File: src/sle_pkg.sv
package sle_pkg;

    // input modes
    localparam logic [1:0] MODE_KEY   = 2'd0;
    localparam logic [1:0] MODE_CLEAR = 2'd1;
    localparam logic [1:0] MODE_LOAD  = 2'd2;
    localparam logic [1:0] MODE_READ  = 2'd3;

    // result outcome codes
    localparam logic [2:0] OUT_IGNORED   = 3'd0;
    localparam logic [2:0] OUT_EDITED    = 3'd1;
    localparam logic [2:0] OUT_COMMITTED = 3'd2;
    localparam logic [2:0] OUT_ABORTED   = 3'd3;
    localparam logic [2:0] OUT_FULL      = 3'd4;
    localparam logic [2:0] OUT_DONE      = 3'd5;

    // key bytes
    localparam logic [7:0] KEY_NEWLINE   = 8'd10;
    localparam logic [7:0] KEY_BACKSPACE = 8'd8;
    localparam logic [7:0] KEY_ESC       = 8'd27;
    localparam logic [7:0] KEY_NUL       = 8'd0;
    localparam logic [7:0] KEY_BRACKET   = 8'h5B;
    localparam logic [7:0] KEY_ARROW_L   = 8'h44;
    localparam logic [7:0] KEY_ARROW_R   = 8'h43;
    localparam logic [7:0] KEY_SPACE     = 8'h20;
    localparam logic [7:0] KEY_TILDE     = 8'h7E;

    // narrowest view the editor works with
    localparam logic [7:0] MIN_VIEW = 8'd3;

    // decoded operation of one word
    typedef enum logic [3:0] {
        OP_NONE,
        OP_COMMIT,
        OP_ABORT,
        OP_INSERT,
        OP_DELETE,
        OP_LEFT,
        OP_RIGHT,
        OP_CLEAR,
        OP_LOAD,
        OP_READ
    } op_t;

    // key sequence and mode to operation
    function automatic op_t decode_key(input logic [1:0] mode, input logic [7:0] k0,
                                       input logic [7:0] k1, input logic [7:0] k2);
        op_t op;
        op = OP_NONE;
        unique case (mode)
            MODE_CLEAR: op = OP_CLEAR;
            MODE_LOAD:  op = OP_LOAD;
            MODE_READ:  op = OP_READ;
            default:
            begin
                priority if (k0 == KEY_NEWLINE)
                    op = OP_COMMIT;
                else if (k0 == KEY_BACKSPACE)
                    op = OP_DELETE;
                else if (k0 == KEY_ESC)
                begin
                    priority if (k1 == KEY_NUL)
                        op = OP_ABORT;
                    else if (k1 == KEY_BRACKET && k2 == KEY_ARROW_L)
                        op = OP_LEFT;
                    else if (k1 == KEY_BRACKET && k2 == KEY_ARROW_R)
                        op = OP_RIGHT;
                    else
                        op = OP_NONE;
                end
                else if (k0 >= KEY_SPACE && k0 <= KEY_TILDE)
                    op = OP_INSERT;
                else
                    op = OP_NONE;
            end
        endcase
        return op;
    endfunction

    // floor(v / 3) for an 8-bit value by reciprocal multiply
    function automatic logic [7:0] div3(input logic [7:0] v);
        logic [15:0] p;
        p = 16'(v) * 16'd171;
        return {1'b0, p[15:9]};
    endfunction

endpackage

File: src/sle_key_if.sv
interface sle_key_if;
    logic       valid;
    logic       ready;
    logic [1:0] mode;
    logic [7:0] key_first;
    logic [7:0] key_second;
    logic [7:0] key_third;
    logic [7:0] load_byte;
    logic [7:0] read_index;

    modport source
    (
        output valid, mode, key_first, key_second, key_third, load_byte, read_index,
        input  ready
    );

    modport sink
    (
        input  valid, mode, key_first, key_second, key_third, load_byte, read_index,
        output ready
    );
endinterface

File: src/sle_result_if.sv
interface sle_result_if;
    logic       valid;
    logic       ready;
    logic [2:0] outcome;
    logic [7:0] cursor_pos;
    logic [8:0] view_start;
    logic [8:0] text_length;
    logic [7:0] read_char;

    modport source
    (
        output valid, outcome, cursor_pos, view_start, text_length, read_char,
        input  ready
    );

    modport sink
    (
        input  valid, outcome, cursor_pos, view_start, text_length, read_char,
        output ready
    );
endinterface

File: src/sle_ram.sv
module sle_ram #(
    parameter int WIDTH = 8,
    parameter int DEPTH = 256
) (
    input  logic                     clk,
    input  logic                     we,
    input  logic [$clog2(DEPTH)-1:0] waddr,
    input  logic [WIDTH-1:0]         wdata,
    input  logic [$clog2(DEPTH)-1:0] raddr,
    output logic [WIDTH-1:0]         rdata
);

    logic [WIDTH-1:0] mem [DEPTH];

    // one write port, one registered read port
    always_ff @(posedge clk)
    begin
        if (we)
        begin
            mem[waddr] <= wdata;
        end
        rdata <= mem[raddr];
    end

endmodule

File: src/scrolling_line_editor_top.sv
// Scrolling line editor.
// key_chan carries one word per key event or command (mode, up to three key
// bytes, a load byte, a read index); result_chan returns exactly one result
// word per accepted word. view_width is written through cfg_wr_en/cfg_wr_data;
// the user must write it only while the block is idle; the block does not enforce it.
// Commit, abort, ignored keys, arrows, clear, load and read pass from accept
// through the prepare, update and finish states to result valid, as do a
// dropped insert and a backspace at the start of the view. An insert and a
// backspace also pass through the shift state, and an insert then through
// the put state that writes the new byte; the store is shifted one byte per
// cycle through the single write port of the character RAM.
// key_chan.ready is high only while no word is in progress, so a new word
// is not taken before the last one has handed its result to the output register.
// A finished result sits in an output register; while the receiver stalls,
// the next word is still accepted and processed up to its result, which then
// waits for the register to empty.
// Reset clears the cursor, view, fill count, view_width (to 32) and the
// output valid; the character store is not cleared and needs no sweep.
module scrolling_line_editor_top #(
    parameter int BUFFER_DEPTH = 256
) (
    input  logic                clk,
    input  logic                rst_n,
    input  logic                cfg_wr_en,
    input  logic [7:0]          cfg_wr_data,
    sle_key_if.sink             key_chan,
    sle_result_if.source        result_chan
);

    localparam int AW = $clog2(BUFFER_DEPTH);
    localparam int CW = $clog2(BUFFER_DEPTH + 1);
    // view plus an 8-bit cursor, never narrower than 10 bits
    localparam int PW = (CW > 9) ? CW + 1 : 10;
    localparam int SW = PW + 2;
    localparam logic signed [SW-1:0] S_ZERO = '0;
    localparam logic signed [SW-1:0] S_ONE  = SW'(1);

    typedef enum logic [5:0] {
        S_IDLE   = 6'b000001,
        S_PREP   = 6'b000010,
        S_CALC   = 6'b000100,
        S_SHIFT  = 6'b001000,
        S_PUT    = 6'b010000,
        S_FINISH = 6'b100000
    } state_t;

    state_t         state_reg, state_next;
    sle_pkg::op_t   op_reg, op_next;
    logic [7:0]     char_reg, char_next;
    logic [7:0]     load_reg, load_next;
    logic [7:0]     ridx_reg, ridx_next;
    logic [7:0]     vw_reg, vw_next;

    logic [7:0]     cursor_reg, cursor_next;
    logic [CW-1:0]  view_reg, view_next;
    logic [CW-1:0]  fill_reg, fill_next;

    logic [7:0]     w_reg, w_next;
    logic [7:0]     w3_reg, w3_next;
    logic [7:0]     w2_reg, w2_next;
    logic [PW-1:0]  pos_reg, pos_next;
    logic signed [SW-1:0] right_reg, right_next;

    logic [2:0]     outcome_reg, outcome_next;
    logic [7:0]     rc_reg, rc_next;

    logic [AW-1:0]  sh_idx_reg, sh_idx_next;
    logic [CW-1:0]  sh_cnt_reg, sh_cnt_next;
    logic           sh_up_reg, sh_up_next;
    logic           pend_reg, pend_next;
    logic [AW-1:0]  pend_addr_reg, pend_addr_next;
    logic [AW-1:0]  put_addr_reg, put_addr_next;

    logic           out_valid_reg, out_valid_next;
    logic [2:0]     out_outcome_reg, out_outcome_next;
    logic [7:0]     out_cursor_reg, out_cursor_next;
    logic [8:0]     out_view_reg, out_view_next;
    logic [8:0]     out_len_reg, out_len_next;
    logic [7:0]     out_rc_reg, out_rc_next;

    logic           ram_we;
    logic [AW-1:0]  ram_waddr;
    logic [7:0]     ram_wdata;
    logic [AW-1:0]  ram_raddr;
    logic [7:0]     ram_rdata;

    // signed working copies for the cursor and view rules
    logic signed [SW-1:0] s_cur, s_view, s_fill, s_w, s_w3, s_w2;
    logic signed [SW-1:0] s_filln, room1, room2, target_a, target, view_s;
    logic           at_end;
    logic [CW-1:0]  ed_pos;
    logic           full;

    // clamp a signed view value at zero
    function automatic logic [CW-1:0] clamp_view(input logic signed [SW-1:0] v);
        return (v < S_ZERO) ? '0 : v[CW-1:0];
    endfunction

    sle_ram #(
        .WIDTH (8),
        .DEPTH (BUFFER_DEPTH)
    ) u_store (
        .clk   (clk),
        .we    (ram_we),
        .waddr (ram_waddr),
        .wdata (ram_wdata),
        .raddr (ram_raddr),
        .rdata (ram_rdata)
    );

    // handshake and output drive
    assign key_chan.ready          = (state_reg == S_IDLE);
    assign result_chan.valid       = out_valid_reg;
    assign result_chan.outcome     = out_outcome_reg;
    assign result_chan.cursor_pos  = out_cursor_reg;
    assign result_chan.view_start  = out_view_reg;
    assign result_chan.text_length = out_len_reg;
    assign result_chan.read_char   = out_rc_reg;

    // sequencer and datapath
    always_comb
    begin
        state_next       = state_reg;
        op_next          = op_reg;
        char_next        = char_reg;
        load_next        = load_reg;
        ridx_next        = ridx_reg;
        vw_next          = cfg_wr_en ? cfg_wr_data : vw_reg;
        cursor_next      = cursor_reg;
        view_next        = view_reg;
        fill_next        = fill_reg;
        w_next           = w_reg;
        w3_next          = w3_reg;
        w2_next          = w2_reg;
        pos_next         = pos_reg;
        right_next       = right_reg;
        outcome_next     = outcome_reg;
        rc_next          = rc_reg;
        sh_idx_next      = sh_idx_reg;
        sh_cnt_next      = sh_cnt_reg;
        sh_up_next       = sh_up_reg;
        pend_next        = 1'b0;
        pend_addr_next   = pend_addr_reg;
        put_addr_next    = put_addr_reg;
        out_outcome_next = out_outcome_reg;
        out_cursor_next  = out_cursor_reg;
        out_view_next    = out_view_reg;
        out_len_next     = out_len_reg;
        out_rc_next      = out_rc_reg;
        out_valid_next   = (out_valid_reg && !result_chan.ready);

        ram_we    = 1'b0;
        ram_waddr = pend_addr_reg;
        ram_wdata = ram_rdata;
        ram_raddr = (state_reg == S_PREP) ? AW'(ridx_reg) : sh_idx_reg;

        s_cur    = SW'(cursor_reg);
        s_view   = SW'(view_reg);
        s_fill   = SW'(fill_reg);
        s_w      = SW'(w_reg);
        s_w3     = SW'(w3_reg);
        s_w2     = SW'(w2_reg);
        s_filln  = s_fill + S_ONE;
        room1    = s_w - s_filln + S_ONE;
        room2    = s_w3 + s_w3 - s_cur + S_ONE;
        target_a = S_ZERO;
        target   = S_ZERO;
        view_s   = S_ZERO;
        at_end   = (pos_reg >= PW'(fill_reg));
        ed_pos   = at_end ? fill_reg : pos_reg[CW-1:0];
        full     = (32'(fill_reg) >= BUFFER_DEPTH);

        unique case (state_reg)
            S_IDLE:
            begin
                if (key_chan.valid)
                begin
                    op_next    = sle_pkg::decode_key(key_chan.mode, key_chan.key_first,
                                                     key_chan.key_second, key_chan.key_third);
                    char_next  = key_chan.key_first;
                    load_next  = key_chan.load_byte;
                    ridx_next  = key_chan.read_index;
                    state_next = S_PREP;
                end
            end

            // effective width and the derived view thresholds
            S_PREP:
            begin
                w_next     = (vw_reg < sle_pkg::MIN_VIEW) ? sle_pkg::MIN_VIEW : vw_reg;
                w3_next    = sle_pkg::div3(w_next);
                w2_next    = {1'b0, w_next[7:1]};
                pos_next   = PW'(view_reg) + PW'(cursor_reg);
                right_next = SW'(fill_reg) - SW'(view_reg) - SW'(w_next);
                state_next = S_CALC;
            end

            // cursor and view rules, shift setup
            S_CALC:
            begin
                rc_next      = 8'd0;
                outcome_next = sle_pkg::OUT_EDITED;
                state_next   = S_FINISH;
                unique case (op_reg)
                    sle_pkg::OP_NONE:   outcome_next = sle_pkg::OUT_IGNORED;
                    sle_pkg::OP_COMMIT: outcome_next = sle_pkg::OUT_COMMITTED;
                    sle_pkg::OP_ABORT:  outcome_next = sle_pkg::OUT_ABORTED;
                    sle_pkg::OP_CLEAR:
                    begin
                        outcome_next = sle_pkg::OUT_DONE;
                        fill_next    = '0;
                        cursor_next  = 8'd0;
                        view_next    = '0;
                    end
                    sle_pkg::OP_LOAD:
                    begin
                        if (full)
                        begin
                            outcome_next = sle_pkg::OUT_FULL;
                        end
                        else
                        begin
                            outcome_next = sle_pkg::OUT_DONE;
                            ram_we       = 1'b1;
                            ram_waddr    = AW'(fill_reg);
                            ram_wdata    = load_reg;
                            fill_next    = fill_reg + CW'(1);
                            cursor_next  = 8'd0;
                            view_next    = '0;
                        end
                    end
                    sle_pkg::OP_READ:
                    begin
                        outcome_next = sle_pkg::OUT_DONE;
                        rc_next      = (CW'(ridx_reg) < fill_reg || CW < 8 &&
                                        ridx_reg < 8'(fill_reg)) &&
                                       (32'(ridx_reg) < 32'(fill_reg)) ? ram_rdata : 8'd0;
                    end
                    sle_pkg::OP_INSERT:
                    begin
                        if (full)
                        begin
                            outcome_next = sle_pkg::OUT_FULL;
                        end
                        else
                        begin
                            fill_next     = fill_reg + CW'(1);
                            put_addr_next = AW'(ed_pos);
                            sh_up_next    = 1'b1;
                            sh_idx_next   = AW'(fill_reg - CW'(1));
                            sh_cnt_next   = fill_reg - ed_pos;
                            state_next    = S_SHIFT;
                            if (at_end)
                            begin
                                target      = (s_cur + S_ONE < s_w - S_ONE) ?
                                              s_cur + S_ONE : s_w - S_ONE;
                                cursor_next = target[7:0];
                                view_next   = clamp_view(s_filln - target);
                            end
                            else if (room1 > S_ZERO || room2 > S_ZERO)
                            begin
                                cursor_next = (cursor_reg == 8'd255) ? 8'd255
                                                                     : cursor_reg + 8'd1;
                            end
                            else
                            begin
                                view_next = view_reg + CW'(1);
                            end
                        end
                    end
                    sle_pkg::OP_DELETE:
                    begin
                        if (cursor_reg != 8'd0 && fill_reg != '0)
                        begin
                            fill_next   = fill_reg - CW'(1);
                            sh_up_next  = 1'b0;
                            sh_idx_next = AW'(ed_pos);
                            sh_cnt_next = fill_reg - ed_pos;
                            state_next  = S_SHIFT;
                            priority if (s_cur > s_w3 && right_reg > S_ZERO)
                                cursor_next = cursor_reg - 8'd1;
                            else if (view_reg != '0)
                                view_next = view_reg - CW'(1);
                            else
                                cursor_next = cursor_reg - 8'd1;
                        end
                    end
                    sle_pkg::OP_LEFT:
                    begin
                        priority if (s_cur <= s_w3 && view_reg != '0)
                        begin
                            target_a    = s_view + s_cur - S_ONE;
                            target      = (s_w2 < target_a) ? s_w2 : target_a;
                            view_s      = s_view - (target - s_cur + S_ONE);
                            view_next   = clamp_view(view_s);
                            cursor_next = target[7:0];
                        end
                        else if (pos_reg == PW'(fill_reg) && view_reg != '0)
                            view_next = view_reg - CW'(1);
                        else if (cursor_reg != 8'd0)
                            cursor_next = cursor_reg - 8'd1;
                        else
                            cursor_next = cursor_reg;
                    end
                    sle_pkg::OP_RIGHT:
                    begin
                        priority if (at_end)
                            cursor_next = cursor_reg;
                        else if (s_cur > s_w3 + s_w3 && right_reg > S_ZERO)
                        begin
                            target_a    = s_cur - right_reg + S_ONE;
                            target      = (target_a < s_w2) ? s_w2 : target_a;
                            view_s      = s_view + s_cur - target + S_ONE;
                            view_next   = clamp_view(view_s);
                            cursor_next = target[7:0];
                        end
                        else if (pos_reg == PW'(fill_reg) - PW'(1) &&
                                 cursor_reg == w_reg - 8'd1)
                            view_next = view_reg + CW'(1);
                        else if (cursor_reg != 8'd255)
                            cursor_next = cursor_reg + 8'd1;
                        else
                            cursor_next = cursor_reg;
                    end
                    default: outcome_next = sle_pkg::OUT_IGNORED;
                endcase
            end

            // move one byte per cycle: read ahead, write the byte read last cycle
            S_SHIFT:
            begin
                if (sh_cnt_reg != '0)
                begin
                    sh_idx_next    = sh_up_reg ? sh_idx_reg - AW'(1) : sh_idx_reg + AW'(1);
                    sh_cnt_next    = sh_cnt_reg - CW'(1);
                    pend_next      = 1'b1;
                    pend_addr_next = sh_up_reg ? sh_idx_reg + AW'(1) : sh_idx_reg - AW'(1);
                end
                if (pend_reg)
                begin
                    ram_we    = 1'b1;
                    ram_waddr = pend_addr_reg;
                    ram_wdata = ram_rdata;
                end
                if (sh_cnt_reg == '0 && !pend_reg)
                begin
                    state_next = sh_up_reg ? S_PUT : S_FINISH;
                end
            end

            // drop the new byte into the gap
            S_PUT:
            begin
                ram_we     = 1'b1;
                ram_waddr  = put_addr_reg;
                ram_wdata  = char_reg;
                state_next = S_FINISH;
            end

            // hand the result to the output register once it is free
            S_FINISH:
            begin
                if (!out_valid_reg || result_chan.ready)
                begin
                    out_valid_next   = 1'b1;
                    out_outcome_next = outcome_reg;
                    out_cursor_next  = cursor_reg;
                    out_view_next    = 9'(view_reg);
                    out_len_next     = 9'(fill_reg);
                    out_rc_next      = rc_reg;
                    state_next       = S_IDLE;
                end
            end

            default: state_next = S_IDLE;
        endcase
    end

    // control state
    always_ff @(posedge clk or negedge rst_n)
    begin
        if (!rst_n)
        begin
            state_reg     <= S_IDLE;
            vw_reg        <= 8'd32;
            cursor_reg    <= 8'd0;
            view_reg      <= '0;
            fill_reg      <= '0;
            sh_cnt_reg    <= '0;
            pend_reg      <= 1'b0;
            out_valid_reg <= 1'b0;
        end
        else
        begin
            state_reg     <= state_next;
            vw_reg        <= vw_next;
            cursor_reg    <= cursor_next;
            view_reg      <= view_next;
            fill_reg      <= fill_next;
            sh_cnt_reg    <= sh_cnt_next;
            pend_reg      <= pend_next;
            out_valid_reg <= out_valid_next;
        end
    end

    // payload registers
    always_ff @(posedge clk)
    begin
        op_reg          <= op_next;
        char_reg        <= char_next;
        load_reg        <= load_next;
        ridx_reg        <= ridx_next;
        w_reg           <= w_next;
        w3_reg          <= w3_next;
        w2_reg          <= w2_next;
        pos_reg         <= pos_next;
        right_reg       <= right_next;
        outcome_reg     <= outcome_next;
        rc_reg          <= rc_next;
        sh_idx_reg      <= sh_idx_next;
        sh_up_reg       <= sh_up_next;
        pend_addr_reg   <= pend_addr_next;
        put_addr_reg    <= put_addr_next;
        out_outcome_reg <= out_outcome_next;
        out_cursor_reg  <= out_cursor_next;
        out_view_reg    <= out_view_next;
        out_len_reg     <= out_len_next;
        out_rc_reg      <= out_rc_next;
    end

    // the view never starts past the end of the text
    assert property (@(posedge clk) disable iff (!rst_n) view_reg <= fill_reg)
        else $error("view start beyond text length");

    // an accepted word always goes to the prepare step next
    assert property (@(posedge clk) disable iff (!rst_n)
                     key_chan.valid && key_chan.ready |=> state_reg == S_PREP)
        else $error("accepted word not taken into prepare step");

    // the fill count only moves when leaving the update step
    assert property (@(posedge clk) disable iff (!rst_n)
                     state_reg != S_CALC |=> $stable(fill_reg))
        else $error("fill count changed outside the update step");

    // the fill count never passes the store depth
    assert property (@(posedge clk) disable iff (!rst_n) 32'(fill_reg) <= BUFFER_DEPTH)
        else $error("fill count beyond store depth");

endmodule
File: src/flat_wrapper.sv
// flat-port wrapper written by rule: the top's interface ports become plain ports
module scrolling_line_editor_top_flat 
#(
    parameter int BUFFER_DEPTH = 256
)
  (clk, rst_n, cfg_wr_en, cfg_wr_data, key_chan_valid, key_chan_mode, key_chan_key_first, key_chan_key_second, key_chan_key_third, key_chan_load_byte, key_chan_read_index, key_chan_ready, result_chan_valid, result_chan_outcome, result_chan_cursor_pos, result_chan_view_start, result_chan_text_length, result_chan_read_char, result_chan_ready);
  sle_key_if key_chan_i ();
  sle_result_if result_chan_i ();
  input  logic clk;
  input  logic rst_n;
  input  logic cfg_wr_en;
  input  logic [7:0] cfg_wr_data;
  input wire logic [$bits(key_chan_i.valid)-1:0] key_chan_valid;
  input wire logic [$bits(key_chan_i.mode)-1:0] key_chan_mode;
  input wire logic [$bits(key_chan_i.key_first)-1:0] key_chan_key_first;
  input wire logic [$bits(key_chan_i.key_second)-1:0] key_chan_key_second;
  input wire logic [$bits(key_chan_i.key_third)-1:0] key_chan_key_third;
  input wire logic [$bits(key_chan_i.load_byte)-1:0] key_chan_load_byte;
  input wire logic [$bits(key_chan_i.read_index)-1:0] key_chan_read_index;
  output wire logic [$bits(key_chan_i.ready)-1:0] key_chan_ready;
  output wire logic [$bits(result_chan_i.valid)-1:0] result_chan_valid;
  output wire logic [$bits(result_chan_i.outcome)-1:0] result_chan_outcome;
  output wire logic [$bits(result_chan_i.cursor_pos)-1:0] result_chan_cursor_pos;
  output wire logic [$bits(result_chan_i.view_start)-1:0] result_chan_view_start;
  output wire logic [$bits(result_chan_i.text_length)-1:0] result_chan_text_length;
  output wire logic [$bits(result_chan_i.read_char)-1:0] result_chan_read_char;
  input wire logic [$bits(result_chan_i.ready)-1:0] result_chan_ready;
  assign key_chan_i.valid = key_chan_valid;
  assign key_chan_i.mode = key_chan_mode;
  assign key_chan_i.key_first = key_chan_key_first;
  assign key_chan_i.key_second = key_chan_key_second;
  assign key_chan_i.key_third = key_chan_key_third;
  assign key_chan_i.load_byte = key_chan_load_byte;
  assign key_chan_i.read_index = key_chan_read_index;
  assign key_chan_ready = key_chan_i.ready;
  assign result_chan_valid = result_chan_i.valid;
  assign result_chan_outcome = result_chan_i.outcome;
  assign result_chan_cursor_pos = result_chan_i.cursor_pos;
  assign result_chan_view_start = result_chan_i.view_start;
  assign result_chan_text_length = result_chan_i.text_length;
  assign result_chan_read_char = result_chan_i.read_char;
  assign result_chan_i.ready = result_chan_ready;
  scrolling_line_editor_top #(.BUFFER_DEPTH(BUFFER_DEPTH)) u_core (.clk(clk), .rst_n(rst_n), .cfg_wr_en(cfg_wr_en), .cfg_wr_data(cfg_wr_data), .key_chan(key_chan_i), .result_chan(result_chan_i));
endmodule
File: config.mk
export PLATFORM = sky130hd
export DESIGN_NAME = scrolling_line_editor_top_flat
export DESIGN_NICKNAME = d
export VERILOG_FILES = /design/src/sle_pkg.sv /design/src/sle_key_if.sv /design/src/sle_result_if.sv /design/src/sle_ram.sv /design/src/scrolling_line_editor_top.sv /design/src/flat_wrapper.sv
export SDC_FILE = /design/constraint.sdc
export NUM_CORES = 2
export LEC_CHECK = 0
export BUFFER_PORTS_ARGS = -buffer_cell sky130_fd_sc_hd__buf_2
export CAP_MARGIN = 20
export CORE_ASPECT_RATIO = 2
export CORE_MARGIN = 4
export CORE_UTILIZATION = 40
export DETAILED_ROUTE_END_ITERATION = 8
export PLACE_DENSITY_LB_ADDON = 0.12
export SLEW_MARGIN = 25
export SYNTH_ARGS = -nofsm -noshare
export SYNTH_HDL_FRONTEND = slang
export SYNTH_SLANG_ARGS = --single-unit
File: constraint.sdc
create_clock -name clk -period 7.6 [get_ports clk]
set_clock_uncertainty 0.05 [all_clocks]
set_input_delay 1.14 -clock clk [delete_from_list [all_inputs] [get_ports clk]]
set_output_delay 1.14 -clock clk [all_outputs]
set_load 0.01 [all_outputs]
[Word-level counts from Yosys, hierarchy flattened]
Memory sizes are Yosys's and may differ from the RTL's. A register that Yosys moved wholly into a read port is not among the register bits.
Cells that the tools add are included.
Operators by class
  muxes and demuxes: 91
  equal/unequal tests: 52
  multipliers: 1
  bitwise gates (word level): 1
  add/subtract/negate cells: 33
  reduce and logical (&&, ||, !) cells: 41
  order comparisons: 19
Operators by type and width (count)
  8-bit two-way mux: 26
  9-bit two-way mux: 21
  8-bit case mux with 2 select lines: 4
  12-bit by 2-bit adder with 12-bit output (second input constant): 5
  9-bit case mux with 6 select lines: 1
  8-bit case mux with 6 select lines: 1
  12-bit by 1-bit > comparator with 1-bit output (second input constant): 3
  12-bit by 1-bit less-than comparator with 1-bit output (second input constant): 3
  12-bit two-way mux: 3
  6-bit two-way mux: 6
  6-bit case mux with 6 select lines: 1
  9-bit case mux with 2 select lines: 2
  9-bit case mux with 3 select lines: 1
  9-bit nonzero test: 3
  9-bit by 1-bit subtractor with 9-bit output (second input constant): 3
  8-bit by 7-bit == test with 1-bit output (second input constant): 3
  12-bit subtractor: 2
  12-bit by 9-bit subtractor with 12-bit output: 2
  8-bit by 1-bit subtractor with 8-bit output (second input constant): 3
  9-bit by 12-bit subtractor with 12-bit output: 2
  9-bit by 8-bit adder with 10-bit output: 2
  4-bit two-way mux: 5
  9-bit by 1-bit adder with 9-bit output (second input constant): 2
  8-bit by 9-bit less-than comparator with 1-bit output: 2
  73 further kinds: 132
Word-level totals
  logic and storage cells: 267
  memories kept: 1
  register bits after elaboration: 196
  bits in writable memories: 2048
  output and inout port bits: 39
Memories
  u_core.u_store.mem: depth 256, width 8, rd ports 1, clocked after memory_dff 1, wr ports 1, RTL line sle_ram.sv:13  | logic [WIDTH-1:0] mem [DEPTH];

[Depth between registers and ports, before layout]
  depth in word-level cells: 11
  mapped depth: 32
  gate-level depth less buffers: 31

[Modules after synthesis]
Synthesis repeated with hierarchy kept, for this count alone.
Unflattened totals
  cell total of the unflattened synthesis: 5533
  area, all modules: 96218.5 µm²
By module, submodules not included
  sle_ram: cells each 3733, area each 79556.3 µm², instances 1, sequential area each 61659.1 µm²
  scrolling_line_editor_top: cells each 1800, area each 16662.2 µm², instances 1, sequential area each 5392.7 µm²

[Worst setup path after synthesis]
Ideal clock, no wire load.
  path kind: reg-to-reg
  start: reg u_core.cursor_reg[1]
  end: reg u_core.view_reg[3]
  period minus slack after synthesis: 6.583 ns
  setup slack: 1.017 ns
  cell stages (with the launch flop): 32
  data arrival time: 6.403 ns
  path buffers: 2
  cell sequence: dfrtp_1 -> inv_1 -> ha_1 -> inv_1 -> ha_1 -> fa_1 -> a21o_1 -> a21oi_1 -> o21bai_1 -> a21oi_1 -> o21bai_1 -> a21oi_1 -> nor3_1 -> xnor2_1 -> nor4_1 -> ha_1 -> clkbuf_1 -> mux2i_1 -> ha_1 -> ha_1 -> fa_1 -> a21o_1 -> a2111o_1 -> a21oi_1 -> o21ai_0 -> xor2_1 -> and2_1 -> clkbuf_1 -> a221oi_1 -> o21ai_0 -> nor3_1 -> o21ai_1
On the way
  longest elaborated chain between the ends: 11
  elaborated cells on any way between the ends: 49
  classes of those cells: 13 x add/sub; 10 x order compare; 6 x eq/ne; 12 x mux; 8 x reduce/logical
RTL lines
  start, declared: RTL line scrolling_line_editor_top.sv:54  | logic [7:0] cursor_reg, cursor_next;
  start signal, assigned: RTL line scrolling_line_editor_top.sv:397  | cursor_reg <= cursor_next;
  9-bit by 8-bit adder with 10-bit output / 9-bit by 12-bit subtractor with 12-bit output (equally long branches): RTL line scrolling_line_editor_top.sv:292, scrolling_line_editor_top.sv:313, scrolling_line_editor_top.sv:311
  12-bit by 2-bit subtractor with 12-bit output / 12-bit by 2-bit adder with 12-bit output (equally long branches): RTL line scrolling_line_editor_top.sv:292, scrolling_line_editor_top.sv:311
  8-bit by 12-bit less-than comparator with 1-bit output / 12-bit by 8-bit less-than comparator with 1-bit output (equally long branches): RTL line scrolling_line_editor_top.sv:293, scrolling_line_editor_top.sv:312
  12-bit two-way mux, on equally long branches: RTL line scrolling_line_editor_top.sv:293, scrolling_line_editor_top.sv:312
  12-bit by 9-bit subtractor with 12-bit output / 12-bit subtractor (equally long branches): RTL line scrolling_line_editor_top.sv:294, scrolling_line_editor_top.sv:313
  12-bit by 2-bit adder with 12-bit output, on equally long branches: RTL line scrolling_line_editor_top.sv:294, scrolling_line_editor_top.sv:313
  10-bit by 12-bit subtractor with 12-bit output / 12-bit by 1-bit less-than comparator with 1-bit output (equally long branches): RTL line scrolling_line_editor_top.sv:294, scrolling_line_editor_top.sv:96
  12-bit by 1-bit less-than comparator with 1-bit output / 9-bit two-way mux (equally long branches): RTL line scrolling_line_editor_top.sv:96  | return (v < S_ZERO) ? '0 : v[CW-1:0];
  9-bit two-way mux, on equally long branches: RTL line scrolling_line_editor_top.sv:96, scrolling_line_editor_top.sv:309
  9-bit two-way mux, on equally long branches: RTL line scrolling_line_editor_top.sv:290, scrolling_line_editor_top.sv:307
  9-bit case mux with 6 select lines: RTL line scrolling_line_editor_top.sv:204  | unique case (op_reg)
  end signal, assigned: RTL line scrolling_line_editor_top.sv:398  | view_reg <= view_next;
  end, declared: RTL line scrolling_line_editor_top.sv:55  | logic [CW-1:0] view_reg, view_next;
Several ways; a longest one is shown, not always the timed one. The select of a mux whose other input is x is not followed.
A chain may end at the register's enable or synchronous reset.

[Worst setup path after layout]
  start: reg u_core.view_reg[0]
  end: reg u_core.view_reg[4]
On the way
  longest elaborated chain between the ends: 11
  elaborated cells on any way between the ends: 33
  classes of those cells: 9 x add/sub; 3 x order compare; 2 x eq/ne; 15 x mux; 4 x reduce/logical
RTL lines
  9-bit by 8-bit adder with 10-bit output: RTL line scrolling_line_editor_top.sv:292, scrolling_line_editor_top.sv:313
  12-bit by 2-bit subtractor with 12-bit output: RTL line scrolling_line_editor_top.sv:292  | target_a = s_view + s_cur - S_ONE;
  8-bit by 12-bit less-than comparator with 1-bit output: RTL line scrolling_line_editor_top.sv:293  | target = (s_w2 < target_a) ? s_w2 : target_a;
  12-bit two-way mux: RTL line scrolling_line_editor_top.sv:293
  12-bit by 9-bit subtractor with 12-bit output: RTL line scrolling_line_editor_top.sv:294  | view_s = s_view - (target - s_cur + S_ONE);
  12-bit by 2-bit adder with 12-bit output: RTL line scrolling_line_editor_top.sv:294
  10-bit by 12-bit subtractor with 12-bit output: RTL line scrolling_line_editor_top.sv:294
  12-bit by 1-bit less-than comparator with 1-bit output: RTL line scrolling_line_editor_top.sv:96
  9-bit two-way mux: RTL line scrolling_line_editor_top.sv:96
  9-bit two-way mux: RTL line scrolling_line_editor_top.sv:290  | priority if (s_cur <= s_w3 && view_reg != '0)
  9-bit case mux with 6 select lines: RTL line scrolling_line_editor_top.sv:204
Several ways; a longest one is shown, not always the timed one. The select of a mux whose other input is x is not followed.

==> impl_results.html <==
<table>
<tr><th>Metric</th><th>Value</th></tr>
<tr><th colspan="2">Layout</th></tr>
<tr><td>Share of layout cells above drive strength 1</td><td>9.06%</td></tr>
<tr><td>Flip-flop count of the largest register after layout</td><td>2048</td></tr>
<tr><td>Fin nets</td><td>roughly 8200</td></tr>
<tr><td>Cell Count, Final, Fillers Out</td><td>11300</td></tr>
<tr><td>Fillcell total</td><td>22500</td></tr>
<tr><td>Non-Filler Cell Area, Final</td><td>110000 sq um</td></tr>
<tr><td>Area overhead of the layout relative to synthesis</td><td>11.6%</td></tr>
<tr><th colspan="2">Synthesis</th></tr>
<tr><td>Mapped cell area</td><td>approximately 99000 sq um</td></tr>
<tr><td>Average cell area after synthesis</td><td>between 10 and 15 sq um</td></tr>
<tr><td>Number of synthesized flops with an enable pin</td><td>2186</td></tr>
<tr><td>Yosys Warn Count</td><td>0</td></tr>
<tr><td>Synth Flop Type</td><td>sky130_fd_sc_hd__edfxtp_1</td></tr>
<tr><td>Total of flip-flops plus latches after synthesis</td><td>2245</td></tr>
<tr><td>Cell types with the highest counts after synthesis</td><td>sky130_fd_sc_hd__edfxtp_1, sky130_fd_sc_hd__nand2_1, sky130_fd_sc_hd__nor2_1</td></tr>
<tr><td>Top cells by area, synth</td><td>sky130_fd_sc_hd__edfxtp_1, sky130_fd_sc_hd__nand2_1, sky130_fd_sc_hd__mux2i_1</td></tr>
<tr><td>Portion of the post-synthesis area used by sequential elements</td><td>about two thirds</td></tr>
<tr><td>Post-synthesis cell type with the largest combined area</td><td>sky130_fd_sc_hd__edfxtp_1</td></tr>
<tr><td>Proportion of netlist area held by the largest area contributor</td><td>66.3%</td></tr>
<tr><td>Most numerous cell in the Yosys netlist</td><td>sky130_fd_sc_hd__edfxtp_1</td></tr>
<tr><td>Share of synthesized registers carrying an async set or reset</td><td>approximately 2.3%</td></tr>
<tr><td>Post-synthesis cell count</td><td>between 7000 and 8000</td></tr>
<tr><td>Number of nets produced by synthesis</td><td>just over 8000</td></tr>
<tr><td>Cell variety after synth</td><td>97</td></tr>
<tr><th colspan="2">Global routing</th></tr>
<tr><td>Initial antenna violation count</td><td>18</td></tr>
<tr><td>Number of global-route vias before repair</td><td>66400</td></tr>
<tr><td>Total Routing Usage GR</td><td>roughly 28%</td></tr>
<tr><td>Grt total ovfl</td><td>0</td></tr>
<tr><td>Pin count of the biggest net entering global routing</td><td>169</td></tr>
<tr><td>Wire length of the first global-routing pass</td><td>515000 um</td></tr>
<tr><th colspan="2">Detailed routing</th></tr>
<tr><td>Antenna Nets Post-Route</td><td>0</td></tr>
<tr><td>Routed WL</td><td>371000 um</td></tr>
<tr><td>First-pass detailed-route iteration total</td><td>5</td></tr>
<tr><td>Average via count per standard cell</td><td>slightly below 6</td></tr>
<tr><td>Remaining design rule violation count</td><td>0</td></tr>
<tr><td>Number of DRC violations after detailed-routing iteration 0</td><td>5994</td></tr>
<tr><td>Via total after detailed routing</td><td>~66000</td></tr>
<tr><td>Post-DR wirelength/cell</td><td>between 30 and 40 um</td></tr>
<tr><th colspan="2">Critical path</th></tr>
<tr><td>Data arrival time of the critical path</td><td>7890 ps</td></tr>
<tr><td>Setup crit start kind</td><td>flop</td></tr>
<tr><td>Critical Path RT</td><td>approximately 8300 ps</td></tr>
<tr><td>Cell repeated most along the worst path</td><td>sky130_fd_sc_hd__a21oi_1</td></tr>
<tr><td>Cell with the largest stage delay on the worst path</td><td>sky130_fd_sc_hd__or4_1</td></tr>
<tr><td>Maximum fanout encountered on the critical timing path</td><td>5</td></tr>
<tr><td>Worst Setup Path Type</td><td>reg2reg</td></tr>
<tr><td>Crit end category</td><td>flop</td></tr>
<tr><td>Largest stage delay on the critical path</td><td>510 ps</td></tr>
<tr><th colspan="2">Clocking</th></tr>
<tr><td>Number of levels in the clock H-tree</td><td>4</td></tr>
<tr><td>Clock sink count</td><td>around 2200</td></tr>
<tr><td>Num CTS Buffers</td><td>between 200 and 250</td></tr>
<tr><td>Number of hold-repair buffers added at the cts stage</td><td>0</td></tr>
<tr><td>Register clock-pin slew on the reported worst setup and hold paths</td><td>70 ps</td></tr>
<tr><td>Clock root buffer</td><td>sky130_fd_sc_hd__clkbuf_16</td></tr>
<tr><td>Post-CTS resize count</td><td>0</td></tr>
<tr><td>Insertion delay of the later-clocked pin in the worst-skew pair</td><td>870 ps</td></tr>
<tr><td>CTS tree</td><td>yes</td></tr>
<tr><td>Maximum number of buffers from clock root to sink</td><td>4</td></tr>
<tr><td># Post-CTS Setup Buffers</td><td>0</td></tr>
<tr><th colspan="2">Run</th></tr>
<tr><td>Number of maximum-capacitance constraint violations</td><td>0</td></tr>
<tr><th colspan="2">STA</th></tr>
<tr><td>Post-route clock period utilization</td><td>94.1%</td></tr>
<tr><td>Number of hold violations in the final report</td><td>0</td></tr>
<tr><td>Maximum operating frequency</td><td>140 MHz</td></tr>
<tr><td>Total negative slack</td><td>0 ps</td></tr>
<tr><td>Setup violators final</td><td>0</td></tr>
<tr><td>Min Tclk post-route</td><td>7150 ps</td></tr>
<tr><td>Transition time at the pin with the least slew margin</td><td>1400 ps</td></tr>
<tr><td>Unrepaired setup endpoints after global routing</td><td>false</td></tr>
<tr><td>Tightest slew margin relative to the limit</td><td>under 10%</td></tr>
<tr><td>Max-slew violation total from the final report</td><td>0</td></tr>
<tr><th colspan="2">Floorplan</th></tr>
<tr><td>Initial Util</td><td>40.1%</td></tr>
<tr><td>Width of the die</td><td>360 um</td></tr>
<tr><td>Die Ht</td><td>711 um</td></tr>
<tr><td>Die area</td><td>about 260000 sq um</td></tr>
<tr><td>Boundary Pins</td><td>94</td></tr>
<tr><td>Core footprint</td><td>247000 sq um</td></tr>
<tr><td>Total number of placement rows</td><td>258</td></tr>
<tr><th colspan="2">Pwr</th></tr>
<tr><td>Power per cell area</td><td>347 nW/um^2</td></tr>
<tr><td>Maximum VDD drop</td><td>0.342 mV</td></tr>
<tr><td>Leakage power</td><td>a little under 0.04 uW</td></tr>
<tr><td>Sum of internal, switching and leakage power</td><td>38300 uW</td></tr>
<tr><th colspan="2">Worst hold path</th></tr>
<tr><td>Worst min path class</td><td>reg2reg</td></tr>
<tr><th colspan="2">Placed design</th></tr>
<tr><td>Placed inst area</td><td>104000 sq um</td></tr>
<tr><td>Buffers added on ports</td><td>93</td></tr>
<tr><td>Sum of net half-perimeters after detailed placement</td><td>~250000 um</td></tr>
<tr><td>Routability congestion estimate from global placement</td><td>0.991</td></tr>
<tr><td>Number of cells after detailed placement</td><td>10900</td></tr>
<tr><th colspan="2">Outcome</th></tr>
<tr><td>Run status</td><td>finished clean</td></tr>
</table>
[area by class of cell]
cell class	count	area [sq um]	area share, %
sequential	2245	67100	60.7
multi-input combinational	4912	29400	26.6
clock buffer	260	5480	4.96
tap	3250	4070	3.68
timing repair buffer	334	2750	2.49
clock inverter	110	937	0.849
inverter	193	724	0.656
antenna	6	15.0	0.0136
[critical path, delay by kind of cell, from the launching register on]
family	cells	cell delay [ps]
mux	1	390
flops	1	430
simple gates	6	1310
xor+xnor	2	410
buf+inv	4	390
fa+ha+maj	7	2450
compound gates	10	1650
[report_power, final]
part / switching, uW / leakage, uW / internal (uW)
registers: 320 / 0.0204 / 15300
clock network: 4660 / 0.00314 / 5640
logic: 8850 / 0.0150 / 3500
total: 13800 / 0.0386 / 24500
[routing by layer]
metal / vias to the layer above / track usage, % / share of wire, %
li1: 29100 / - / -
met1: 34000 / 29.3 / 33
met2: 2528 / 51.4 / 52
met3: 844 / 3.55 / 5.1
met4: 10 / 21.4 / 9.3
met5: - / 0 / 0.018
[kinds of logic (layout without fill, tap and decap cells)]
family                   count (synthesis)  after routing  synth area share, %
multiplexers                           305            305                 3.11
buffers and inverters                  658            897                 2.94
AND/OR/NAND/NOR                       2937           2937                 12.9
XOR/XNOR                               133            133                 1.18
adder cells (fa/ha/maj)                255            255                 3.47
flip-flops                            2245           2245                 67.8
other                                    0              6                    0
AO/OA/AOI/OAI                         1282           1282                 8.62
[final timing paths]
check / from / to / slack (ps) / depth (start not counted)
max: u_core.view_reg[0] / u_core.view_reg[4] / 450 / 30
min: u_core.rc_reg[7] / u_core.result_chan.read_char[7] / 370 / 0
max reg2reg: u_core.view_reg[0] / u_core.view_reg[4] / 450 / 30
min reg2reg: u_core.rc_reg[7] / u_core.result_chan.read_char[7] / 370 / 0
max in group asynchronous: rst_n / u_core.vw_reg[7] / 6380 / 2
min in group asynchronous: rst_n / u_core.cursor_reg[3] / 430 / 2
[placed cells by master (no fill, tap or decap), types with 17 or more instances in the layout]
master / Yosys / routed
sky130_fd_sc_hd__a311oi_1: 62 / 61
sky130_fd_sc_hd__clkinv_2: 0 / 34
sky130_fd_sc_hd__a221oi_1: 17 / 17
sky130_fd_sc_hd__and2_1: 19 / 17
sky130_fd_sc_hd__xor2_1: 41 / 41
sky130_fd_sc_hd__clkbuf_1: 205 / 46
sky130_fd_sc_hd__a21oi_1: 397 / 396
sky130_fd_sc_hd__o21a_1: 21 / 21
sky130_fd_sc_hd__buf_4: 35 / 203
sky130_fd_sc_hd__fa_1: 32 / 32
sky130_fd_sc_hd__clkbuf_16: 0 / 210
sky130_fd_sc_hd__nand4_1: 35 / 35
sky130_fd_sc_hd__a21o_1: 40 / 40
sky130_fd_sc_hd__a22oi_1: 19 / 19
sky130_fd_sc_hd__o221ai_1: 68 / 68
sky130_fd_sc_hd__and3_1: 136 / 136
sky130_fd_sc_hd__o211ai_1: 30 / 30
sky130_fd_sc_hd__edfxtp_1: 2186 / 2186
sky130_fd_sc_hd__nor2b_1: 22 / 21
sky130_fd_sc_hd__inv_1: 187 / 187
sky130_fd_sc_hd__a211oi_1: 52 / 52
sky130_fd_sc_hd__nor3_1: 153 / 149
sky130_fd_sc_hd__or3_1: 17 / 17
sky130_fd_sc_hd__mux2i_1: 288 / 285
sky130_fd_sc_hd__a31oi_1: 107 / 107
sky130_fd_sc_hd__nand3_1: 382 / 377
sky130_fd_sc_hd__buf_12: 0 / 38
sky130_fd_sc_hd__nor2_1: 413 / 405
sky130_fd_sc_hd__dfrtp_1: 49 / 49
sky130_fd_sc_hd__o22ai_1: 71 / 71
sky130_fd_sc_hd__a2111oi_0: 39 / 29
sky130_fd_sc_hd__clkinv_1: 5 / 53
sky130_fd_sc_hd__ha_1: 223 / 223
sky130_fd_sc_hd__xnor2_1: 92 / 92
sky130_fd_sc_hd__buf_2: 174 / 93
sky130_fd_sc_hd__o21ai_0: 173 / 172
sky130_fd_sc_hd__nor4_1: 66 / 63
sky130_fd_sc_hd__nand2_1: 1609 / 1603
sky130_fd_sc_hd__nand2b_1: 30 / 30
[per-stage QoR]
stage | hold WS [ps] | util (%) | setup slack (ps)
after floorplan | 350 | - | 1020
after global placement | 354 | 42.1 | 296
after detailed placement | 355 | 42.2 | 481
after CTS | 345 | 44.8 | 436
after global routing | 376 | 44.8 | 39.3
final | 371 | 44.8 | 451
Power figures use the tool's default switching activity.
